--- src/design/tcfd_pkg.sv ---
// tcfd_pkg: constants, codes and shared types for the text command frame decoder.
// Used by the interfaces and every module of the decoder; depends on nothing.
`default_nettype none

package tcfd_pkg;

  // Kept fraction digits; extra ones are checked and dropped.
  localparam int FRAC_DIGITS = 6;
  localparam int FRAC_CNT_W  = (FRAC_DIGITS > 7) ? 4 : 3;

  localparam int MANT_W  = 48;
  localparam int PROD_W  = MANT_W + 4;
  localparam int ID_W    = 24;
  localparam int POS_W   = 4;
  localparam int FRAC_W  = 3;

  // Largest magnitude the mantissa may hold: 2^47 - 1.
  localparam logic signed [PROD_W-1:0] MAG_LIMIT = PROD_W'(48'h7FFF_FFFF_FFFF);

  localparam logic [POS_W-1:0] POS_START = 4'd0;
  localparam logic [POS_W-1:0] POS_OP    = 4'd1;
  localparam logic [POS_W-1:0] POS_SEP   = 4'd2;
  localparam logic [POS_W-1:0] POS_ID0   = 4'd3;
  localparam logic [POS_W-1:0] POS_ID1   = 4'd4;
  localparam logic [POS_W-1:0] POS_ID2   = 4'd5;
  localparam logic [POS_W-1:0] POS_EQ    = 4'd6;
  localparam logic [POS_W-1:0] POS_READ_END = 4'd7;
  localparam logic [POS_W-1:0] POS_SIGN_OUT = 4'd9;
  localparam logic [POS_W-1:0] POS_MAX   = 4'd15;

  localparam logic [7:0] CH_BSLASH = 8'h5C;
  localparam logic [7:0] CH_USCORE = 8'h5F;
  localparam logic [7:0] CH_W      = 8'h77;
  localparam logic [7:0] CH_R      = 8'h72;
  localparam logic [7:0] CH_P      = 8'h70;
  localparam logic [7:0] CH_EQ     = 8'h3D;
  localparam logic [7:0] CH_MINUS  = 8'h2D;
  localparam logic [7:0] CH_POINT  = 8'h2E;
  localparam logic [7:0] CH_ZERO   = 8'h30;
  localparam logic [7:0] CH_NINE   = 8'h39;
  localparam logic [7:0] CH_CR     = 8'h0D;
  localparam logic [7:0] CH_LF     = 8'h0A;

  typedef enum logic [1:0] {
    OP_WRITE = 2'd0,
    OP_READ  = 2'd1,
    OP_PRINT = 2'd2
  } op_t;

  typedef enum logic [1:0] {
    ST_OK      = 2'd0,
    ST_SYNTAX  = 2'd1,
    ST_INVALID = 2'd2
  } status_t;

  // One character handed to the value accumulator.
  typedef struct packed {
    logic       en;
    logic       clear;
    logic       at_seven;
    logic [7:0] ch;
  } val_step_t;

  typedef struct packed {
    logic signed [MANT_W-1:0] mant;
    logic [FRAC_CNT_W-1:0]    frac;
    logic                     minus;
    logic                     point;
    logic                     digit;
    logic                     bad;
    logic                     over;
  } val_state_t;

  typedef struct packed {
    status_t                  status;
    op_t                      operation;
    logic [ID_W-1:0]          param_id;
    logic signed [MANT_W-1:0] value_mantissa;
    logic [FRAC_W-1:0]        fraction_digits;
    logic                     has_point;
  } result_t;

endpackage

`default_nettype wire

--- src/design/tcfd_ifs.sv ---
// tcfd_byte_if and tcfd_result_if: valid/ready channels of the frame decoder.
// Depends on tcfd_pkg for field widths.
`default_nettype none

interface tcfd_byte_if;
  import tcfd_pkg::*;

  logic       valid;
  logic       ready;
  logic [7:0] data_byte;
  logic       last_byte;

  modport source (output valid, data_byte, last_byte, input ready);
  modport sink   (input valid, data_byte, last_byte, output ready);
endinterface

interface tcfd_result_if;
  import tcfd_pkg::*;

  logic                     valid;
  logic                     ready;
  logic [1:0]               status;
  logic [1:0]               operation;
  logic [ID_W-1:0]          param_id;
  logic signed [MANT_W-1:0] value_mantissa;
  logic [FRAC_W-1:0]        fraction_digits;
  logic                     has_point;

  modport source (output valid, status, operation, param_id, value_mantissa,
                  fraction_digits, has_point, input ready);
  modport sink   (input valid, status, operation, param_id, value_mantissa,
                  fraction_digits, has_point, output ready);
endinterface

`default_nettype wire

--- src/design/tcfd_value_acc.sv ---
// tcfd_value_acc: parses the value characters of a frame into a signed mantissa.
// Depends on tcfd_pkg; driven by tcfd_frame_parser.
`default_nettype none

module tcfd_value_acc (
  input  wire logic               clk,
  input  wire logic               rst,
  input  wire tcfd_pkg::val_step_t step,
  output tcfd_pkg::val_state_t     nxt
);
  import tcfd_pkg::*;

  val_state_t cur;

  logic                     is_digit;
  logic [PROD_W-1:0]        d_ext;
  logic signed [PROD_W-1:0] m_ext;
  logic signed [PROD_W-1:0] prod;
  logic                     ovf;
  logic                     keep;

  assign is_digit = (step.ch >= CH_ZERO) && (step.ch <= CH_NINE);
  assign d_ext    = PROD_W'(step.ch - CH_ZERO);
  assign m_ext    = PROD_W'(cur.mant);

  // Minus can only come before the first digit, so accumulate with the sign.
  assign prod = (m_ext <<< 3) + (m_ext <<< 1) +
                (cur.minus ? -$signed(d_ext) : $signed(d_ext));
  assign ovf  = (prod > MAG_LIMIT) || (prod < -MAG_LIMIT);
  assign keep = !(cur.point && (cur.frac >= FRAC_CNT_W'(FRAC_DIGITS)));

  always_comb begin
    nxt = cur;
    if (step.en) begin
      if (step.at_seven && (step.ch == CH_MINUS)) begin
        nxt.minus = 1'b1;
      end else if (step.ch == CH_POINT) begin
        if (cur.point) begin
          nxt.bad = 1'b1;
        end
        nxt.point = 1'b1;
      end else if (!is_digit) begin
        nxt.bad = 1'b1;
      end else begin
        nxt.digit = 1'b1;
        if (keep) begin
          if (!cur.over) begin
            if (ovf) begin
              nxt.over = 1'b1;
            end else begin
              nxt.mant = prod[MANT_W-1:0];
            end
          end
          if (cur.point) begin
            nxt.frac = cur.frac + FRAC_CNT_W'(1);
          end
        end
      end
    end
  end

  always_ff @(posedge clk) begin
    if (rst || step.clear) begin
      cur <= '0;
    end else begin
      cur <= nxt;
    end
  end

endmodule

`default_nettype wire

--- src/design/tcfd_frame_parser.sv ---
// tcfd_frame_parser: frame position, header checks, CR LF delay line and result.
// Depends on tcfd_pkg and tcfd_value_acc.
`default_nettype none

module tcfd_frame_parser (
  input  wire logic            clk,
  input  wire logic            rst,
  input  wire logic            take,
  input  wire logic [7:0]      data_byte,
  input  wire logic            last_byte,
  output tcfd_pkg::result_t    res
);
  import tcfd_pkg::*;

  logic [POS_W-1:0] pos;
  logic [7:0]       dly0;
  logic [7:0]       dly1;
  op_t              op;
  logic [ID_W-1:0]  id;
  logic             syn_fail;

  op_t              op_next;
  logic [ID_W-1:0]  id_next;
  logic             syn_fail_next;

  val_step_t        step;
  val_state_t       val;
  logic             syn;
  logic             num_bad;

  // The byte two back feeds the value parser, so CR LF never reaches it.
  assign step = '{en:       take && (pos >= POS_SIGN_OUT),
                  clear:    take && last_byte,
                  at_seven: (pos == POS_SIGN_OUT),
                  ch:       dly1};

  tcfd_value_acc u_value_acc (
    .clk  (clk),
    .rst  (rst),
    .step (step),
    .nxt  (val)
  );

  always_comb begin
    op_next       = op;
    id_next       = id;
    syn_fail_next = syn_fail;
    case (pos)
      POS_START: begin
        if (data_byte != CH_BSLASH) syn_fail_next = 1'b1;
      end
      POS_OP: begin
        if (data_byte == CH_W) begin
          op_next = OP_WRITE;
        end else if (data_byte == CH_R) begin
          op_next = OP_READ;
        end else if (data_byte == CH_P) begin
          op_next = OP_PRINT;
        end else begin
          syn_fail_next = 1'b1;
        end
      end
      POS_SEP: begin
        if (data_byte != CH_USCORE) syn_fail_next = 1'b1;
      end
      POS_ID0, POS_ID1, POS_ID2: begin
        id_next = {id[ID_W-9:0], data_byte};
      end
      POS_EQ: begin
        if ((op != OP_READ) && (data_byte != CH_EQ)) syn_fail_next = 1'b1;
      end
      default: begin
      end
    endcase
  end

  // Header bytes all sit below the shortest legal end, so registered state is final here.
  always_comb begin
    syn = syn_fail || (pos < POS_READ_END) || (dly0 != CH_CR) || (data_byte != CH_LF);
    if (op == OP_READ) begin
      syn = syn || (pos != POS_READ_END);
    end else begin
      syn = syn || (pos < POS_SIGN_OUT);
    end
    num_bad = val.bad || val.over || !val.digit;

    res = '0;
    if (syn) begin
      res.status = ST_SYNTAX;
    end else if (op == OP_READ) begin
      res.status    = ST_OK;
      res.operation = op;
      res.param_id  = id;
    end else if (num_bad) begin
      res.status = ST_INVALID;
    end else begin
      res.status          = ST_OK;
      res.operation       = op;
      res.param_id        = id;
      res.value_mantissa  = val.mant;
      res.fraction_digits = val.frac[FRAC_W-1:0];
      res.has_point       = val.point;
    end
  end

  always_ff @(posedge clk) begin
    if (rst || (take && last_byte)) begin
      pos      <= '0;
      dly0     <= '0;
      dly1     <= '0;
      op       <= OP_WRITE;
      id       <= '0;
      syn_fail <= 1'b0;
    end else if (take) begin
      if (pos != POS_MAX) begin
        pos <= pos + POS_W'(1);
      end
      dly0     <= data_byte;
      dly1     <= dly0;
      op       <= op_next;
      id       <= id_next;
      syn_fail <= syn_fail_next;
    end
  end

endmodule

`default_nettype wire

--- src/design/text_command_frame_decoder.sv ---
// text_command_frame_decoder: one ASCII command frame in, one decoded result out.
// A byte is held in the input register and decoded from there into the result
// register; a last byte waits there while the result is still offered and not taken.
// Throughput: one byte per cycle, set by the single decode step per byte, while
// no last byte waits on a full result slot.
// Reset (rst, synchronous): empties both registers and returns to the start of a frame.
`default_nettype none

module text_command_frame_decoder (
  input  wire logic clk,
  input  wire logic rst,
  tcfd_byte_if.sink     cmd,
  tcfd_result_if.source rsp
);
  import tcfd_pkg::*;

  logic       in_vld;
  logic [7:0] in_data;
  logic       in_last;
  logic       adv;

  logic       out_vld;
  result_t    out_res;
  result_t    dec_res;

  // Non-last bytes produce nothing, so only a last byte waits on the result slot.
  assign adv       = in_vld && (!in_last || !out_vld || rsp.ready);
  assign cmd.ready = !in_vld || adv;

  tcfd_frame_parser u_frame_parser (
    .clk       (clk),
    .rst       (rst),
    .take      (adv),
    .data_byte (in_data),
    .last_byte (in_last),
    .res       (dec_res)
  );

  always_ff @(posedge clk) begin
    if (rst) begin
      in_vld <= 1'b0;
    end else if (cmd.valid && cmd.ready) begin
      in_vld <= 1'b1;
    end else if (adv) begin
      in_vld <= 1'b0;
    end
  end

  always_ff @(posedge clk) begin
    if (cmd.valid && cmd.ready) begin
      in_data <= cmd.data_byte;
      in_last <= cmd.last_byte;
    end
  end

  always_ff @(posedge clk) begin
    if (rst) begin
      out_vld <= 1'b0;
    end else if (adv && in_last) begin
      out_vld <= 1'b1;
    end else if (rsp.ready) begin
      out_vld <= 1'b0;
    end
  end

  always_ff @(posedge clk) begin
    if (adv && in_last) begin
      out_res <= dec_res;
    end
  end

  assign rsp.valid           = out_vld;
  assign rsp.status          = out_res.status;
  assign rsp.operation       = out_res.operation;
  assign rsp.param_id        = out_res.param_id;
  assign rsp.value_mantissa  = out_res.value_mantissa;
  assign rsp.fraction_digits = out_res.fraction_digits;
  assign rsp.has_point       = out_res.has_point;

endmodule

`default_nettype wire

--- src/flat_wrapper.sv ---
// flat-port wrapper written by rule: the top's interface ports become plain ports
module text_command_frame_decoder_flat import tcfd_pkg::*;
  (clk, rst, cmd_valid, cmd_data_byte, cmd_last_byte, cmd_ready, rsp_valid, rsp_status, rsp_operation, rsp_param_id, rsp_value_mantissa, rsp_fraction_digits, rsp_has_point, rsp_ready);
  tcfd_byte_if cmd_i ();
  tcfd_result_if rsp_i ();
  input  wire logic clk;
  input  wire logic rst;
  input wire logic [$bits(cmd_i.valid)-1:0] cmd_valid;
  input wire logic [$bits(cmd_i.data_byte)-1:0] cmd_data_byte;
  input wire logic [$bits(cmd_i.last_byte)-1:0] cmd_last_byte;
  output wire logic [$bits(cmd_i.ready)-1:0] cmd_ready;
  output wire logic [$bits(rsp_i.valid)-1:0] rsp_valid;
  output wire logic [$bits(rsp_i.status)-1:0] rsp_status;
  output wire logic [$bits(rsp_i.operation)-1:0] rsp_operation;
  output wire logic [$bits(rsp_i.param_id)-1:0] rsp_param_id;
  output wire logic [$bits(rsp_i.value_mantissa)-1:0] rsp_value_mantissa;
  output wire logic [$bits(rsp_i.fraction_digits)-1:0] rsp_fraction_digits;
  output wire logic [$bits(rsp_i.has_point)-1:0] rsp_has_point;
  input wire logic [$bits(rsp_i.ready)-1:0] rsp_ready;
  assign cmd_i.valid = cmd_valid;
  assign cmd_i.data_byte = cmd_data_byte;
  assign cmd_i.last_byte = cmd_last_byte;
  assign cmd_ready = cmd_i.ready;
  assign rsp_valid = rsp_i.valid;
  assign rsp_status = rsp_i.status;
  assign rsp_operation = rsp_i.operation;
  assign rsp_param_id = rsp_i.param_id;
  assign rsp_value_mantissa = rsp_i.value_mantissa;
  assign rsp_fraction_digits = rsp_i.fraction_digits;
  assign rsp_has_point = rsp_i.has_point;
  assign rsp_i.ready = rsp_ready;
  text_command_frame_decoder u_core (.clk(clk), .rst(rst), .cmd(cmd_i), .rsp(rsp_i));
endmodule
--- config.mk ---
export PLATFORM = sky130hd
export DESIGN_NAME = text_command_frame_decoder_flat
export DESIGN_NICKNAME = d
export VERILOG_FILES = /design/src/design/tcfd_pkg.sv /design/src/design/tcfd_ifs.sv /design/src/design/tcfd_value_acc.sv /design/src/design/tcfd_frame_parser.sv /design/src/design/text_command_frame_decoder.sv /design/src/flat_wrapper.sv
export SDC_FILE = /design/constraint.sdc
export NUM_CORES = 1
export LEC_CHECK = 0
export BUFFER_PORTS_ARGS = -buffer_cell sky130_fd_sc_hd__buf_2
export CAP_MARGIN = 20
export CORE_UTILIZATION = 25
export CTS_BUF_LIST = sky130_fd_sc_hd__clkbuf_2 sky130_fd_sc_hd__clkbuf_4 sky130_fd_sc_hd__clkbuf_8
export CTS_CLUSTER_DIAMETER = 80
export CTS_CLUSTER_SIZE = 16
export DETAILED_ROUTE_END_ITERATION = 8
export PLACE_DENSITY = 0.49
export SYNTH_ARGS = -nofsm -noshare
export SYNTH_HDL_FRONTEND = slang
export SYNTH_SLANG_ARGS = --single-unit
--- constraint.sdc ---
create_clock -name clk -period 6.9 [get_ports clk]
set_input_delay 0 -clock clk [delete_from_list [all_inputs] [get_ports clk]]
set_output_delay 0 -clock clk [all_outputs]
set_load 0.1 [all_outputs]
**Word level (Yosys, flattened, before mapping)**

Index checks and enable logic that the tools add are counted.

- Register bits: 194
- Input bits: 13
- Output and inout port bits: 82

- $add $sub $neg: 6
- Magnitude comparators: 8
- Equality and inequality tests: 27
- Mux-type cells: 40
- Reduce and logical (&&, ||, !) cells: 37

Operators with widths:

| cell | number |
|---|---|
| 2-to-1 mux 51 bit | 4 |
| 2-to-1 mux 48 bit | 2 |
| 2-to-1 mux 78 bit | 1 |
| 2-to-1 mux 56 bit | 1 |
| adder 51 x 49 -> 52 bit | 1 |
| adder 52 bit | 1 |
| > comparator 52 x 48 -> 1 bit, second input constant | 1 |
| less-than comparator 52 x 48 -> 1 bit, second input constant | 1 |
| 2-to-1 mux 52 bit | 1 |
| negation 52 bit | 1 |
| 2-to-1 mux 27 bit | 1 |
| equality test 8 x 7 -> 1 bit, second input constant | 3 |
| 2-to-1 mux 1 bit | 23 |
| equality test 8 x 6 -> 1 bit, second input constant | 2 |
| != test 8 x 4 -> 1 bit, second input constant | 2 |
| != test 8 x 7 -> 1 bit, second input constant | 2 |
| equality test 4 x 3 -> 1 bit, second input constant | 3 |
| logical OR 1 bit | 12 |
| != test 2 bit, second input constant | 6 |
| subtractor 8 x 6 -> 9 bit, second input constant | 1 |
| equality test 4 x 2 -> 1 bit, second input constant | 2 |
| >= comparator 8 x 6 -> 1 bit, second input constant | 1 |
| less-or-equal comparator 8 x 6 -> 1 bit, second input constant | 1 |
| logical AND 1 bit | 8 |
| other kinds (27) | 37 |

**Logic depth before layout (Yosys ltp)**

Gate-level depths: netlist (run 1).

- Word-level depth: 17
- Gate-level depth with buffers: 27
- Mapped depth without buffers: 22

**Cells and area by module**

From an unflattened synthesis (run 1), not the netlist that was laid out.

- Cell total of the unflattened synthesis: 1657
- Area, all modules: 13932.1 um2

Modules (own cells, without submodules):

| module | times used | cells each | area each (um2) | sequential area each (um2) |
|---|---|---|---|---|
| tcfd_value_acc | 1 | 1115 | 7992.7 | 1121.1 |
| tcfd_frame_parser | 1 | 441 | 3163.0 | 940.9 |
| text_command_frame_decoder | 1 | 101 | 2776.4 | 2712.6 |

**Worst setup path before layout (run 1)**

OpenSTA, ideal clock, no wires.

- Path type: register to register
- Start: register u_core.u_frame_parser.dly1[4]
- End: register u_core.out_res, in the netlist u_core.rsp.value_mantissa[34] (data pin)
- Arrival: 5.512 ns
- Path slack: 1.131 ns
- Cell stages (with the launch flop): 27
- Path buffers: 5
- Path through: dfxtp_1 clkbuf_1 inv_1 ha_1 nand4_1 or2_2 ha_1 inv_1 a21oi_1 fa_1 inv_1 ha_1 buf_2 a21oi_1 o21ai_1 or3_1 o211a_1 a311oi_2 or4_1 nor4_1 and4_1 buf_4 o41a_4 buf_8 buf_8 a22oi_2 nor2_1

- Cells in the longest elaborated chain, start to end: 16
- Elaborated cells between the ends (all ways): 34

RTL lines:

| item | RTL line | text |
|---|---|---|
| from (decl) | tcfd_frame_parser.sv:17 | `logic [7:0] dly1;` |
| from (signal assigned) | tcfd_frame_parser.sv:119 | `dly1 <= dly0;` |
| subtractor 8 x 6 -> 9 bit | tcfd_value_acc.sv:23 | `assign d_ext = PROD_W'(step.ch - CH_ZERO);` |
| negation 52 bit | tcfd_value_acc.sv:28 | `(cur.minus ? -$signed(d_ext) : $signed(d_ext));` |
| 2-to-1 mux 52 bit | tcfd_value_acc.sv:28 |  |
| adder 52 bit | tcfd_value_acc.sv:27 | `assign prod = (m_ext <<< 3) + (m_ext <<< 1) +` |
| > comparator 52 x 48 -> 1 bit / less-than comparator 52 x 48 -> 1 bit (equally long branches) | tcfd_value_acc.sv:29 | `assign ovf = (prod > MAG_LIMIT) \|\| (prod < -MAG_LIMIT);` |
| logical OR 1 bit | tcfd_value_acc.sv:29 |  |
| 2-to-1 mux 1 bit | tcfd_value_acc.sv:48 | `if (ovf) begin` |
| 2-to-1 mux 1 bit | tcfd_value_acc.sv:47 | `if (!cur.over) begin` |
| 2-to-1 mux 1 bit | tcfd_value_acc.sv:46 | `if (keep) begin` |
| 2-to-1 mux 1 bit | tcfd_value_acc.sv:42 | `end else if (!is_digit) begin` |
| 2-to-1 mux 1 bit | tcfd_value_acc.sv:37 | `end else if (step.ch == CH_POINT) begin` |
| 2-to-1 mux 4 bit | tcfd_value_acc.sv:35 | `if (step.at_seven && (step.ch == CH_MINUS)) begin` |
| 2-to-1 mux 56 bit (*) | tcfd_value_acc.sv:34 | `if (step.en) begin` |
| logical OR 1 bit (2 in series) | tcfd_frame_parser.sv:85 | `num_bad = val.bad \|\| val.over \|\| !val.digit;` |
| OR reduction 3 bit (no line) | -- |  |
| to (signal assigned) | text_command_frame_decoder.sv:68 | `out_res <= dec_res;` |
| to (decl) | text_command_frame_decoder.sv:23 | `result_t out_res;` |

Mark *: on every way between the ends. The rest lies on a longest branch, timed or not.
A chain may end at the register's enable or synchronous reset.

**Worst setup path after layout (run 1)**

- Start: register u_core.u_frame_parser.dly1[4]
- End: register u_core.out_res, in the netlist u_core.rsp.value_mantissa[19] (data pin)

Same word-level chain as after synthesis.

==> results.json, run 1 <==
{
  "status": "completed",
  "tns_ps": 0,
  "vdd_drop_max_uv": 124.8,
  "drv_cap": 0,
  "dieArea_um2": 55920,
  "htreeDepth": 4,
  "hold_viol_final": 0,
  "switching_power_w": 0.0006860,
  "wl_per_cell_um": 18.56,
  "dp_cells": 2430,
  "start_kind": "flop",
  "synth_seq_cells": 194,
  "power_density_nw_per_um2": 138.6,
  "dr.pass1.iters": 4,
  "max-slew-margin-rel_pct": 35.11,
  "grt_max_degree": 100,
  "clock_power_share_pct": 35.0,
  "worstSetupEndpointType": "flop",
  "cts_buffer_depth": 2,
  "critPathMaxFanout": 14,
  "slew_violations": 0,
  "fill_cells": 5730,
  "synth.avg_cell_area_um2": 8.623,
  "grt_pass1_wl_um": 70980,
  "topRoutingLayerUsed": "met4",
  "p_comb_share_pct": 12.0,
  "first_global_vias": 11850,
  "reg2regPathDepth": 25,
  "synth-edff-count": 89,
  "cts_tree": "yes",
  "gp_congestion": 0.9254,
  "finClkSkew_ps": 38.86,
  "dp_hpwl_um": 36780,
  "routed-wl-met2_um": 20520,
  "worst_pin_slew_ps": 968.9,
  "cts_root_buffer": "clkbuf_8",
  "ioPinCount": 95,
  "fmax_mhz": 151.4,
  "io_buffers": 94,
  "core_area_um2": 54030,
  "clock-sinks": 194,
  "yosysUniqueCellTypes": 96,
  "clk_pin_slew_worst_paths_ps": 120,
  "clk_latency_ps": 530,
  "worstPathArrival_ps": 6980,
  "yosysSeqAreaShare_pct": 34.74,
  "yosys_warnings": 0,
  "met3_length_um": 1762,
  "drc": 0,
  "initial_core_util_pct": 25.44,
  "internal_power_w": 0.001613,
  "drt-total-wl_um": 46010,
  "grt_usage_pct": 16.49,
  "rsz0062_at_grt": "no",
  "finalCriticalPeriod_ps": 6606,
  "p_leak_nw": 7.342,
  "synth_area_um2": 13740,
  "wl_met1_um": 22830,
  "vias_per_cell": 4.864,
  "cp.required_ps": 7270,
  "async_reset_ff_share_pct": 0,
  "stdcell_count": 2479,
  "overflow": 0,
  "synthFlopType": "dfxtp_1",
  "numCtsBuffers": 17,
  "path_class": "reg2reg",
  "layout-drive-gt1-share_pct": 20.64,
  "num_rows": 85,
  "hold_path_depth": 2,
  "drt_iter0_drc": 710,
  "finish.net_count": 1905,
  "antenna_found_initial": 0,
  "switching_share_pct": 29.84,
  "finalCritPeriodShare_pct": 95.74,
  "antenna_cells": 0,
  "vias": 12060,
  "hold_path_class": "in2reg",
  "die_y_um": 236.5,
  "synth_nets": 1729,
  "ant_nets": 0,
  "syn_inst": 1594,
  "die_w_um": 236.5,
  "setup_viol": 0,
  "sequentialPowerShare_pct": 52.9,
  "area_growth_pct": 20.70
}
==> per-stage QoR <==
stage	setup slack (ps)	utilization, %	power (W)	instance area (um2)	hold slack (ps)
global placement	24.98	29.20	0.001505	15780	178.1
detailed placement	-3.495	29.20	0.001503	15780	179.7
floorplan	1131	-	0.001409	13740	69.07
CTS	62.24	30.23	0.002312	16330	153.4
finish	293.9	30.71	0.002299	16590	190.2
global route	19.44	30.71	0.002389	16590	170.6
==> power groups by stage <==
stage / Clock (W) / Combinational, W / Sequential [W]
detailed placement: 0 / 0.000260 / 0.00124
global route: 0.000869 / 0.000301 / 0.00122
CTS: 0.000827 / 0.000267 / 0.00122
floorplan: 0 / 0.000148 / 0.00126
finish: 0.000805 / 0.000277 / 0.00122
global placement: 0 / 0.000261 / 0.00124
==> logic make-up (layout without fill, tap and decap cells) <==
logic type	after synthesis	count (layout)	share of synthesized area (%)
compound gates	382	382	19.74
xor+xnor	47	47	3.104
fa+ha+maj	122	122	13.73
buf+inv	269	458	8.029
flops	194	194	34.74
mux	9	9	0.6737
simple gates	571	571	19.99
==> critical path: stages (launching register included) <==
cell	delay, ps
dfxtp_2	390
ha_2	230
xor2_1	160
nand4_1	220
or2_2	350
ha_1	270
inv_1	60
a21oi_1	60
buf_4	170
fa_1	470
inv_1	40
ha_1	340
buf_4	150
nand4_1	110
nor3_1	330
a211oi_2	190
or4b_1	510
or4_1	440
nor4_2	250
nand4_1	270
nor4_2	280
and4_1	330
o41a_4	320
buf_4	240
a22oi_1	140
nor2_1	140
==> per-layer routing <==
metal  global-route usage, %  vias to the layer above
li1                        -                     5891
met1                   24.06                     5863
met2                   25.53                      263
met3                   2.075                       42
met4                   4.113                        0
met5                       0                        -
==> sequential cells by signal, summed over array words and instances, names as in the netlist, 2 cells and up <==
name / cells
u_core.rsp.fraction_digits: 3
u_core.in_data: 8
u_core.u_frame_parser.pos: 4
u_core.u_frame_parser.dly1: 8
u_core.u_frame_parser.id: 24
u_core.u_frame_parser.dly0: 8
u_core.u_frame_parser.u_value_acc.cur: 56
u_core.u_frame_parser.op: 2
u_core.rsp.param_id: 24
u_core.rsp.value_mantissa: 48
u_core.rsp.operation: 2
u_core.rsp.status: 2
==> area by class of cell <==
cell class              instances  area (um2)  share of cell area, %
multi-input cells            1131        8082                  48.71
flip-flops and latches        194        4777                  28.80
repair buffers                242        1747                  10.53
well taps                     696       870.8                  5.249
inverters                     184       690.7                  4.163
clock buffers                  17       234.0                  1.410
clock inverters                15       188.9                  1.139
==> final timing paths <==
path,start,end,slack (ps)
max,u_core.u_frame_parser.dly1[4]$_SDFFE_PP0P_,u_core.rsp.value_mantissa[19]$_SDFFCE_PP0P_,290
min reg2reg,u_core.u_frame_parser.id[23]$_SDFFE_PP0P_,u_core.u_frame_parser.id[23]$_SDFFE_PP0P_,460
min,cmd_data_byte[1],u_core.in_data[1]$_DFFE_PP_,190
max reg2reg,u_core.u_frame_parser.dly1[4]$_SDFFE_PP0P_,u_core.rsp.value_mantissa[19]$_SDFFCE_PP0P_,290
==> cells in the final DEF (no fill, tap or decap), types with 15 or more instances in the layout <==
cell type  instances
and2_1            15
nand4_1           34
nand3_1           17
nor3_1            24
and3_1            31
a22oi_1           24
a21oi_1          132
o21ai_0           35
clkbuf_8          17
nand2_1          167
dfxtp_1          103
buf_4            125
ha_1              68
edfxtp_1          89
xor2_1            19
inv_1            184
fa_1              48
xnor2_1           25
nor2_1           182
or3_1             15
buf_2             94
a21o_1            21
==> synth_stat cells (7+ instances only) <==
cell,instances,area (um2)
and3_1,33,206.5
xor2_1,19,166.4
nor2_1,183,686.9
a211oi_1,10,75.07
buf_2,30,150.1
nand4_1,34,212.7
xnor2_1,26,227.7
o21ai_0,37,185.2
fa_1,48,960.9
or2_2,10,62.56
a22oi_1,26,195.2
a21o_1,22,165.2
edfxtp_1,89,2673
nor3_1,25,125.1
and2_1,15,93.84
nor2b_1,8,50.05
dfxtp_1,105,2102
inv_1,184,690.7
a21oi_2,8,70.07
clkbuf_1,43,161.4
nand2_1,167,626.9
nor4_1,15,93.84
o21ai_1,12,60.06
mux2i_1,7,70.07
a31oi_1,8,50.05
o21a_1,9,67.56
nand3_1,18,90.09
or3_1,16,100.1
a22oi_2,12,150.1
a21oi_1,140,700.7
nand2b_1,11,68.82
o21bai_1,9,67.56
o211ai_1,9,67.56
ha_1,74,925.9
==> timing repair <==
action                                 in CTS  in global routing
hold buffers                               13                  0
resized for setup                           1                 41
pin swaps                                   0                  6
endpoints found under the hold margin      24                  0
buffers inserted                            0                  3
setup endpoints to repair                  32                125
(Power assumes the default switching activity.)
==> run 2: changes to the inputs <==
--- a/config.mk
+++ b/config.mk
@@ -13,6 +13,7 @@
 export CTS_CLUSTER_SIZE = 16
 export DETAILED_ROUTE_END_ITERATION = 8
 export PLACE_DENSITY = 0.49
+export SLEW_MARGIN = 20
 export SYNTH_ARGS = -nofsm -noshare
 export SYNTH_HDL_FRONTEND = slang
 export SYNTH_SLANG_ARGS = --single-unit
==> constraint.sdc (replaced) <==
create_clock -name clk -period 6.5 [get_ports clk]
set_input_delay 0 -clock clk [delete_from_list [all_inputs] [get_ports clk]]
set_output_delay 0 -clock clk [all_outputs]
set_load 0.1 [all_outputs]
==> run 2 against run 1 <==
Net effect:
- via count rose by 3.4%
- maximum frequency increased by 4.3%
- final cell count up 3.3%
- setup slack worse by 130 ps
- die area unchanged
- design area up 6.4%
- largest power group unchanged
- first-iteration DRC count rose by 25%
- sequential power is 6% higher
- core utilization is 2.0 points higher
- global-route usage fell by 0.065 points
- clock-buffer cell count stayed put
- sequential share of layout area is 1.7 points lower
==> results.json, run 2 (synthesis results as in run 1) <==
{
  "drc": 0,
  "ioPinCount": 95,
  "drt_iter0_drc": 885,
  "place_ws_ps": -216.9,
  "overflow": 0,
  "finish.net_count": 1985,
  "crit_end": "u_core.rsp.value_mantissa[36]$_SDFFCE_PP0P_",
  "finalCritPeriodShare_pct": 97.47,
  "start_kind": "flop",
  "clk_pin_slew_worst_paths_ps": 140,
  "layout_common_cells": "buf_4, inv_1, nor2_1",
  "vias_per_cell": 4.873,
  "layout-drive-gt1-share_pct": 27.43,
  "critPathBufInv": 7,
  "cp.required_ps": 6800,
  "numCtsBuffers": 17,
  "htreeDepth": 4,
  "finalCriticalPeriod_ps": 6335,
  "wl_per_cell_um": 18.43,
  "regMostFlops": "u_core.u_frame_parser.u_value_acc.cur",
  "largest_reg_flops": 56,
  "grt_pass1_wl_um": 71060,
  "clock_power_share_pct": 34.8,
  "cp_slowest_stage_delay_ps": 620,
  "layout_commonest_cell": "buf_4",
  "internal_power_w": 0.001729,
  "cts_buffer_depth": 2,
  "worst_pin_slew_ps": 961.3,
  "fmax_mhz": 157.8,
  "area_growth_pct": 28.39,
  "path_class": "reg2reg",
  "r2r_setup_slack_ps": 160,
  "hold_path_class": "in2reg",
  "power_density_nw_per_um2": 140.1,
  "crit_top_cell": "buf_4",
  "reg2regPathDepth": 26,
  "core_area_um2": 54030,
  "die_w_um": 236.5,
  "cp_num_cells": 26,
  "slowest_stage": "o41a_4",
  "reg2reg_to": "u_core.rsp.value_mantissa[36]$_SDFFCE_PP0P_",
  "hold_viol_final": 0,
  "grt_max_degree": 54,
  "cts_root_buffer": "clkbuf_8",
  "setup_viol": 0,
  "dr.pass1.iters": 5,
  "timing.critical_path.from": "u_core.u_frame_parser.dly1[3]$_SDFFE_PP0P_",
  "clock-sinks": 194,
  "ant_nets": 0,
  "worstReg2RegStart": "u_core.u_frame_parser.dly1[3]$_SDFFE_PP0P_",
  "switching_power_w": 0.0007433,
  "switching_share_pct": 30.06,
  "p_comb_share_pct": 13.0,
  "vias": 12480,
  "tns_ps": 0,
  "cts_tree": "yes",
  "gp_congestion": 0.9775,
  "critPathMaxFanout": 9,
  "grt_usage_pct": 16.42,
  "sequentialPowerShare_pct": 52.2,
  "worstPathArrival_ps": 6630,
  "status": "completed",
  "dp_hpwl_um": 36790,
  "drv_cap": 0,
  "worstSetupEndpointType": "flop",
  "first_global_vias": 12140,
  "max-slew-margin-rel_pct": 35.62,
  "setup_ws_ps": 164.6,
  "num_rows": 85,
  "die_y_um": 236.5,
  "dieArea_um2": 55920,
  "crit_family": "compound AO/OA/AOI/OAI gates",
  "drt-total-wl_um": 47190,
  "antenna_found_initial": 0,
  "io_buffers": 94,
  "p_leak_nw": 7.829,
  "clk_latency_ps": 530,
  "slew_violations": 0,
  "initial_core_util_pct": 25.44,
  "finClkSkew_ps": 35.55,
  "vdd_drop_max_uv": 123.6
}
==> run 2: cell count changes in the layout (fill, tap and decap cells not counted), moves of 4 or more <==
cell	change
a21oi_2	+10
inv_2	+4
ha_1	-11
nor2_1	-4
ha_4	+12
nor2_2	+4
a21oi_1	-13
inv_1	-4
buf_4	+76
==> run 2: worst min-delay path by stage <==
stage | from | to | slack [ps] | cells after the start
4_1_cts | cmd_data_byte[3] | u_core.in_data[3]$_DFFE_PP_ | 160 | 2
5_1_grt | cmd_data_byte[1] | u_core.in_data[1]$_DFFE_PP_ | 160 | 2
3_3_place_gp | cmd_last_byte | u_core.in_last$_DFFE_PP_ | 180 | 1
2_1_floorplan | rst | u_core.in_vld$_SDFFE_PP0P_ | 70 | 1
3_5_place_dp | cmd_data_byte[0] | u_core.in_data[0]$_DFFE_PP_ | 180 | 1
6_report | cmd_data_byte[4] | u_core.in_data[4]$_DFFE_PP_ | 190 | 2
==> run 2: per-layer routing <==
layer	share of wire [%]	vias up	global-route usage, %
li1	-	6063	-
met1	48	6030	23.56
met2	44	336	24.53
met3	6.0	46	3.870
met4	2.2	0	4.152
met5	0	-	0
==> run 2: stage by stage <==
stage          instances  utilization [%]  power, W  hold slack, ps  area, um2
2_1_floorplan       1594                -  0.001494           69.07      13740
3_3_place_gp        2486            29.96  0.001607           180.0      16190
3_5_place_dp        2486            29.96  0.001605           179.4      16190
4_1_cts             2531            31.07  0.002474           157.2      16790
5_1_grt             2559            32.66  0.002568           162.5      17640
6_report            2560            32.66  0.002472           194.2      17650
==> run 2: area by class of cell <==
class / count / area (um2)
inverter: 184 / 690.7
antenna: 1 / 2.502
multi-input combinational: 1132 / 8514
fill: 5681 / 36380
clock buffer: 17 / 234.0
sequential: 194 / 4786
clock inverter: 15 / 190.2
tap: 696 / 870.8
timing repair buffer: 321 / 2359
==> run 2: power groups by stage <==
stage          Sequential [W]  Combinational, W  Clock, W
5_1_grt               0.00129          0.000346  0.000928
2_1_floorplan         0.00134          0.000157         0
3_3_place_gp          0.00132          0.000287         0
3_5_place_dp          0.00132          0.000286         0
4_1_cts               0.00129          0.000296  0.000885
6_report              0.00129          0.000322  0.000859
==> run 2: repair_timing <==
| item | in CTS | in global routing |
|---|---|---|
| pin swaps | 1 | 48 |
| endpoints found under the hold margin | 16 | 0 |
| gates resized for setup | 9 | 127 |
| buffers inserted | 0 | 25 |
| cloned | 0 | 4 |
| endpoints found under the setup margin | 118 | 127 |
| hold buffers | 13 | 0 |
